File: src/hw/rtl/cluster_centroid_update_top_macros.svh
`ifndef CLUSTER_CENTROID_UPDATE_TOP_MACROS_SVH
`define CLUSTER_CENTROID_UPDATE_TOP_MACROS_SVH

// same-cycle implication
`define CCU_ASSERT_SAME(label, ante, cons, msg) \
    label: assert property (@(posedge i_clk) disable iff (!i_rst_n) (ante) |-> (cons)) \
        else $error(msg);

// next-cycle implication
`define CCU_ASSERT_NEXT(label, ante, cons, msg) \
    label: assert property (@(posedge i_clk) disable iff (!i_rst_n) (ante) |=> (cons)) \
        else $error(msg);

`endif

File: src/hw/rtl/ccu_pkg.sv
package ccu_pkg;

    localparam int MAX_CLUSTERS = 64;
    localparam int DIMENSIONS   = 16;
    localparam int CELLS        = MAX_CLUSTERS * DIMENSIONS;
    localparam int CL_ADDR_W    = $clog2(MAX_CLUSTERS);
    localparam int CELL_W       = $clog2(CELLS);

    localparam int KIND_W       = 2;
    localparam int CLUSTER_W    = 7;
    localparam int COORD_IDX_W  = 4;
    localparam int VALUE_W      = 16;
    localparam int WEIGHT_W     = 16;
    localparam int STATUS_W     = 2;
    localparam int SUM_W        = 56;
    localparam int TOTAL_W      = 40;
    localparam int PROD_W       = VALUE_W + WEIGHT_W + 2;
    localparam int REM_W        = SUM_W + 1;
    localparam int QUOT_W       = VALUE_W;
    localparam int DSH_W        = TOTAL_W + QUOT_W;
    localparam int QCNT_W       = $clog2(QUOT_W + 1);

    localparam int CFG_IDX_W    = 2;
    localparam int CFG_DATA_W   = 7;
    localparam int CL_COUNT_W   = 7;
    localparam int FROZEN_W     = 6;

    localparam logic [CL_COUNT_W-1:0] CL_COUNT_RST = CL_COUNT_W'(64);
    localparam logic [WEIGHT_W:0]     ONE_Q8_8     = (WEIGHT_W + 1)'(256);

    localparam logic signed [SUM_W-1:0]   SUM_MAX   = {1'b0, {(SUM_W - 1){1'b1}}};
    localparam logic signed [SUM_W-1:0]   SUM_MIN   = {1'b1, {(SUM_W - 1){1'b0}}};
    localparam logic [TOTAL_W-1:0]        TOTAL_MAX = {TOTAL_W{1'b1}};
    localparam logic signed [VALUE_W-1:0] MEAN_MAX  = {1'b0, {(VALUE_W - 1){1'b1}}};
    localparam logic signed [VALUE_W-1:0] MEAN_MIN  = {1'b1, {(VALUE_W - 1){1'b0}}};

    typedef enum logic [KIND_W-1:0] {
        KIND_ACC,
        KIND_READ,
        KIND_CLEAR,
        KIND_NOP
    } t_kind;

    typedef enum logic [STATUS_W-1:0] {
        ST_OK,
        ST_INVALID,
        ST_FROZEN,
        ST_EMPTY
    } t_status;

    typedef enum logic [CFG_IDX_W-1:0] {
        CFG_CLUSTER_COUNT,
        CFG_FROZEN_COUNT,
        CFG_USE_WEIGHTS
    } t_cfg_idx;

    typedef enum logic [2:0] {
        S_IDLE,
        S_MOD,
        S_PREP,
        S_DIV,
        S_CLR,
        S_OUT
    } t_state;

    typedef struct packed {
        logic                     clear;
        logic [CELL_W-1:0]        rd_cell;
        logic [CL_ADDR_W-1:0]     rd_cl;
        logic                     wr_en;
        logic                     wr_tot_en;
        logic [CELL_W-1:0]        wr_cell;
        logic [CL_ADDR_W-1:0]     wr_cl;
        logic signed [SUM_W-1:0]  wr_sum;
        logic [TOTAL_W-1:0]       wr_tot;
    } t_store_req;

    typedef struct packed {
        logic                     busy;
        logic signed [SUM_W-1:0]  rd_sum;
        logic [TOTAL_W-1:0]       rd_tot;
    } t_store_rsp;

    typedef struct packed {
        logic                 start;
        logic [SUM_W-1:0]     mag;
        logic [TOTAL_W-1:0]   tot;
    } t_div_req;

    typedef struct packed {
        logic                 done;
        logic [QUOT_W-1:0]    quot;
    } t_div_rsp;

endpackage

File: src/hw/rtl/ccu_div.sv
module ccu_div import ccu_pkg::*; (
    input  logic     i_clk,
    input  logic     i_rst_n,
    input  t_div_req i_req,
    output t_div_rsp o_rsp
);

    logic                r_busy;
    logic                r_done;
    logic [QCNT_W-1:0]   r_cnt;
    logic [REM_W-1:0]    r_rem;
    logic [DSH_W-1:0]    r_dsh;
    logic [QUOT_W-1:0]   r_quot;
    logic                w_ge;

    assign w_ge = r_rem >= REM_W'(r_dsh);

    always_ff @(posedge i_clk) begin
        if (!i_rst_n) begin
            r_busy <= 1'b0;
            r_done <= 1'b0;
            r_cnt  <= '0;
        end else begin
            r_done <= 1'b0;
            if (i_req.start) begin
                r_busy <= 1'b1;
                r_cnt  <= QCNT_W'(QUOT_W);
            end else if (r_busy) begin
                r_cnt <= r_cnt - 1'b1;
                if (r_cnt == QCNT_W'(1)) begin
                    r_busy <= 1'b0;
                    r_done <= 1'b1;
                end
            end
        end
    end

    // dividend 2*mag + tot over divisor 2*tot, one quotient bit per cycle
    always_ff @(posedge i_clk) begin
        if (i_req.start) begin
            r_rem  <= {i_req.mag, 1'b0} + REM_W'(i_req.tot);
            r_dsh  <= {i_req.tot, {QUOT_W{1'b0}}};
            r_quot <= '0;
        end else if (r_busy) begin
            if (w_ge) begin
                r_rem <= r_rem - REM_W'(r_dsh);
            end
            r_quot <= {r_quot[QUOT_W-2:0], w_ge};
            r_dsh  <= r_dsh >> 1;
        end
    end

    assign o_rsp.done = r_done;
    assign o_rsp.quot = r_quot;

endmodule
File: config.mk
export PLATFORM = sky130hd
export DESIGN_NAME = ccu_div
export DESIGN_NICKNAME = d
export VERILOG_FILES = /design/src/hw/rtl/cluster_centroid_update_top_macros.svh /design/src/hw/rtl/ccu_pkg.sv /design/src/hw/rtl/ccu_div.sv
export SDC_FILE = /design/constraint.sdc
export NUM_CORES = 1
export LEC_CHECK = 0
export BUFFER_PORTS_ARGS = -buffer_cell sky130_fd_sc_hd__buf_2
export CAP_MARGIN = 15
export CORE_UTILIZATION = 40
export CTS_CLUSTER_SIZE = 40
export DETAILED_ROUTE_END_ITERATION = 12
export GPL_TIMING_DRIVEN = 0
export PLACE_DENSITY_LB_ADDON = 0.25
export SYNTH_ARGS = -nofsm -noshare
export SYNTH_HDL_FRONTEND = slang
export SYNTH_SLANG_ARGS = --single-unit
File: constraint.sdc
create_clock -name i_clk -period 7.7 [get_ports i_clk]
set_input_delay 0.77 -clock i_clk [delete_from_list [all_inputs] [get_ports i_clk]]
set_output_delay 0.77 -clock i_clk [all_outputs]
set_load 0.01 [all_outputs]
After elaboration in Yosys (flattened, before gate mapping)

Index checks and enable logic that the tools add are counted.

Flip-flop bits (word level): 136
Input port bits: 99
Output and inout port bits: 17
Logic and storage cells: 31

Add/sub/neg operators: 3
Order comparisons: 1
Equality and inequality tests: 1
Mux-type cells: 11
Bitwise operators: 2
Reductions and logical operators: 5

Operator list:

| kind                  | number |
|---|---|
| $mux W57              | 3 |
| $mux W56              | 2 |
| $add A57 B40 Y57      | 1 |
| $ge A57 B56 Y1        | 1 |
| $sub A57 B56 Y57      | 1 |
| $mux W5               | 2 |
| $eq A5 B1 Y1 const B  | 1 |
| $sub A5 B1 Y5 const B | 1 |
| $mux W1               | 4 |
| $reduce_bool A2 Y1    | 2 |
| $reduce_or A3 Y1      | 1 |
| $not A1 Y1            | 2 |
| $reduce_and A2 Y1     | 1 |
| $reduce_or A2 Y1      | 1 |

Depth between registers and ports, before layout

Depth after elaboration: 4
Depth in mapped cells: 13
Depth with buffers taken out: 13

Worst setup path before layout

OpenSTA, ideal clock, no wires.

Path type: reg-to-reg
From: reg r_rem[25]
To: reg r_rem[0], enable pin
Library setup time: 479 ps
Data arrival time: 4865 ps
Required time: 7221 ps
Setup slack: 2356 ps
Cell stages (with the launch flop): 13
Path buffers: 1
Clock period less this slack: 5344 ps
Cells stage by stage: edfxtp_1 > ha_1 > clkbuf_1 > nand4_1 > nor3_1 > o21ai_0 > a21oi_1 > nor3_2 > nor3_2 > o31ai_4 > o211ai_2 > a2111oi_4 > o21ai_1

Longest elaborated chain between the ends: 3

RTL lines:

| element                             | RTL line      | text |
|---|---|---|
| start: declaration                  | ccu_div.sv:11 | `logic [REM_W-1:0] r_rem;` |
| start signal: assignment            | ccu_div.sv:41 | `r_rem <= {i_req.mag, 1'b0} + REM_W'(i_req.tot);` |
| start signal: assignment            | ccu_div.sv:46 | `r_rem <= r_rem - REM_W'(r_dsh);` |
| $ge A57 B56 Y1                      | ccu_div.sv:16 | `assign w_ge = r_rem >= REM_W'(r_dsh);` |
| $reduce_bool A2 Y1 (no source line) | -             |  |
| $reduce_and A2 Y1 (no source line)  | -             |  |

No other way between the ends.
A chain may end at the register's enable or synchronous reset.

Worst setup path after layout

From: reg r_rem[28]
To: reg r_rem[28], enable pin

The elaborated chain is that of the path after synthesis.

==> run_results.csv <==
group,metric,value,unit
clock_network,cts_hold_buf,0,
sta,drv_slew,0,
floorplanning,coreArea,28000,µm²
sta,finalCritPeriodShare,0.561,
grt,grtUsageTotal,0.246,
logic_synthesis,yosysUniqueCellTypes,75,
sta,fin_crit,4.32,ns
setup_path,crit_family,"compound AO/OA/AOI/OAI gates",
logic_synthesis,synth_top_cell_by_area,"edfxtp_1",
clock_network,cts-root-buf,"clkbuf_16",
clock_network,clockBufferDepth,2,
floorplanning,ioPinCount,116,
setup_path,cp_data_required_time,7.83,ns
final_layout,final_cell_mix,"a21oi_1 (137), nand2_1 (135), buf_2 (124), nor2_1 (109)",
sta,final.setup.tns,0,ns
route,wl_met3,2280,µm
clock_network,cts_resized,0,
sta,maxSlewHeadroom,0.273,
route,wl,35500,µm
route,drt.antenna.violating_nets,0,
pwr,swShare,0.432,
logic_synthesis,synth-main-ff-cell,"edfxtp_1",
final_layout,n_antenna_cell,0,
setup_path,path_class,"reg2reg",
pwr,seq_power_share,0.263,
route,via_count,10600,
clock_network,postCtsSetupBuffers,0,
setup_path,path_cells,"ha_1 > clkbuf_1 > nand2_1 > nor3_1 > nand3_1 > a211oi_1 > nor3_2 > nor3_2 > o31ai_4 > o211ai_2 > a2111oi_4 > o21ai_4 > buf_12 > buf_16",
setup_path,slowest_delay,0.55,ns
grt,grt_max_degree,24,
route,dr.pass1.iters,5,
setup_path,cp_common_cell,"nor3_2",
logic_synthesis,ys_async_sr_fraction,0,
final_layout,fillers,2806,
floorplanning,dieArea,29300,µm²
logic_synthesis,synth.ff_latch_count,136,
final_layout,final_cell_count_no_fill,1870,
logic_synthesis,synthDominantCellAreaShare,0.254,
floorplanning,die_w,171,µm
pwr,power_frac_clock,0.193,
grt,grt_antenna_before_repair,0,
setup_path,start_kind,"flip-flop",
logic_synthesis,synthTopCellsByArea,"edfxtp_1 (25%), ha_1 (11%), dfxtp_1 (6.8%)",
clock_network,cts_num_sinks,136,
pwr,combPwrFrac,0.544,
floorplanning,die_h,171,µm
sta,skew,0.0143,ns
setup_path,r2r.worst_path.cells,14,
sta,finalSetupViolCount,0,
placement,dp.final_hpwl,28500,µm
logic_synthesis,synthCells,1342,
logic_synthesis,netlist_area,11500,µm²
route,wl_met2,16100,µm
logic_synthesis,ys.warnings.count,0,
setup_path,r2r-start,"r_rem[28]",
grt,grt_pass1_wl,55000,µm
floorplanning,core.rowCount,61,
setup_path,worst-path-buf-inv,3,
route,vias_per_cell,5.65,
grt,grt_pass1_vias,9985,
logic_synthesis,avgSynthCellArea,8.54,µm²
setup_path,r2r_end,"r_rem[28]",
sta,tightest_slew,1.08,ns
clock_network,insertion_delay,0.43,ns
pwr,power.internal,2.31,mW
route,wl_met1,16300,µm
pwr,pwr_density_cell,309,nW/µm²
outcome,status,"complete, no violations",
floorplanning,start_util,0.409,
clock_network,cts_tree,"done",
pwr,peakVddDrop,0.000169,V
route,drt_iter0_drc,910,
final_layout,area_growth,14.7,%
setup_path,slowest_stage,"o21ai_4",
setup_path,rrSetupSlack,3.38,ns
pwr,p_switching,1.76,mW
final_layout,final_common_cell,"a21oi_1",
sta,fmax,0.232,GHz
placement,place_inst,1838,
run,cap_violations,0,
min_path,min_path_type,"reg2reg",
placement,place_congestion,0.956,
placement,port_buffers,115,
final_layout,fin_nets,1677,
route,post_drt_wl_per_cell,19.0,µm
clock_network,htreeDepth,4,
sta,timing.hold.ws,0.489,ns
logic_synthesis,synth_seq_area_share,0.322,
min_path,holdPathEnd,"r_quot[15]",
sta,hold_viol_final,0,
final_layout,final_layout_size_suffix_gt1_frac,0.129,
setup_path,cp_max_fo,23,
clock_network,clk_pin_slew,0.06,ns
grt,gr-total-overflow,0,
min_path,whs_path_depth,2,
logic_synthesis,synth_edf_count,97,
setup_path,endpoint_kind,"flip-flop",
route,routed.top_layer,"met4",
route,drc,0,
pwr,p_leak,5.42,nW
logic_synthesis,syn-num-nets,1540,
clock_network,cts_buffers,17,
setup_path,critical_path_arrival,4.45,ns
sta,rsz0062_at_grt,"false",
min_path,min_from,"r_quot[15]",
[synth_stat cells, drive strengths merged (28+ instances only)]
cell type  count
edfxtp        97
inv           86
xor2          40
o31ai         36
xnor2         65
a21o          38
nand4         35
clkbuf        47
mux2i         44
nand2        136
dfxtp         39
nand3         28
nor2         109
o21ai         90
ha            97
a21oi        138
[sequential cells by signal (all words and copies together), names as in the netlist]
name / count
r_dsh: 56
r_cnt: 5
r_quot: 16
r_rem: 57
r_busy: 1
r_done: 1
[area by class of cell]
cell class	instances	area [µm²]	share of cell area
inverter	86	323	0.0245
sequential	136	3690	0.281
buffer	64	256	0.0195
clock buffer	20	469	0.0357
clock inverter	12	82.6	0.00628
tap	378	473	0.0360
timing repair buffer	118	651	0.0495
multi-input combinational	1056	7210	0.548
[per-layer routing]
metal	vias up	track usage
met1	4998	0.335
li1	5144	-
met2	385	0.399
met5	-	0
met4	0	0.0683
met3	39	0.0423
[tightest hold or removal path, cell delays in order (launching register included)]
cell     delay [ns]
dfxtp_1        0.32
mux2i_1        0.06
nor2_1         0.07
[worst max-delay path by stage]
stage	start	end	depth (start not counted)
CTS	r_dsh[28]	r_rem[28]	15
floorplan	r_rem[25]	r_rem[0]	12
global route	r_dsh[27]	r_rem[28]	15
finish	r_rem[28]	r_rem[28]	14
global placement	r_dsh[13]	r_rem[23]	12
detailed placement	i_req[1]	r_rem[47]	14
[power by group through the flow]
stage / clock network, mW / registers (mW) / logic [mW]
after floorplan: 0 / 1.07 / 1.64
final: 0.786 / 1.07 / 2.21
after global placement: 0 / 1.09 / 2.12
after detailed placement: 0 / 1.09 / 2.15
after CTS: 0.794 / 1.07 / 2.18
after global routing: 0.823 / 1.09 / 2.43
[kinds of logic after synthesis]
family,count (synthesis),synth area share
compound gates,414,0.239
simple gates,393,0.160
buf+inv,150,0.0505
flops,136,0.322
xor+xnor,105,0.0802
fa+ha+maj,99,0.109
mux,45,0.0394
[metrics by stage]
stage / setup WS [ns] / cell area, µm² / util / total power, mW
4_1_cts: 3.43 / 13200 / 0.470 / 4.04
6_report: 3.38 / 13200 / 0.470 / 4.07
5_1_grt: 3.16 / 13200 / 0.470 / 4.34
2_1_floorplan: 2.36 / 11500 / - / 2.71
3_3_place_gp: 0.171 / 12500 / 0.447 / 3.21
3_5_place_dp: 3.35 / 12600 / 0.450 / 3.24
(Power assumes the default switching activity.)
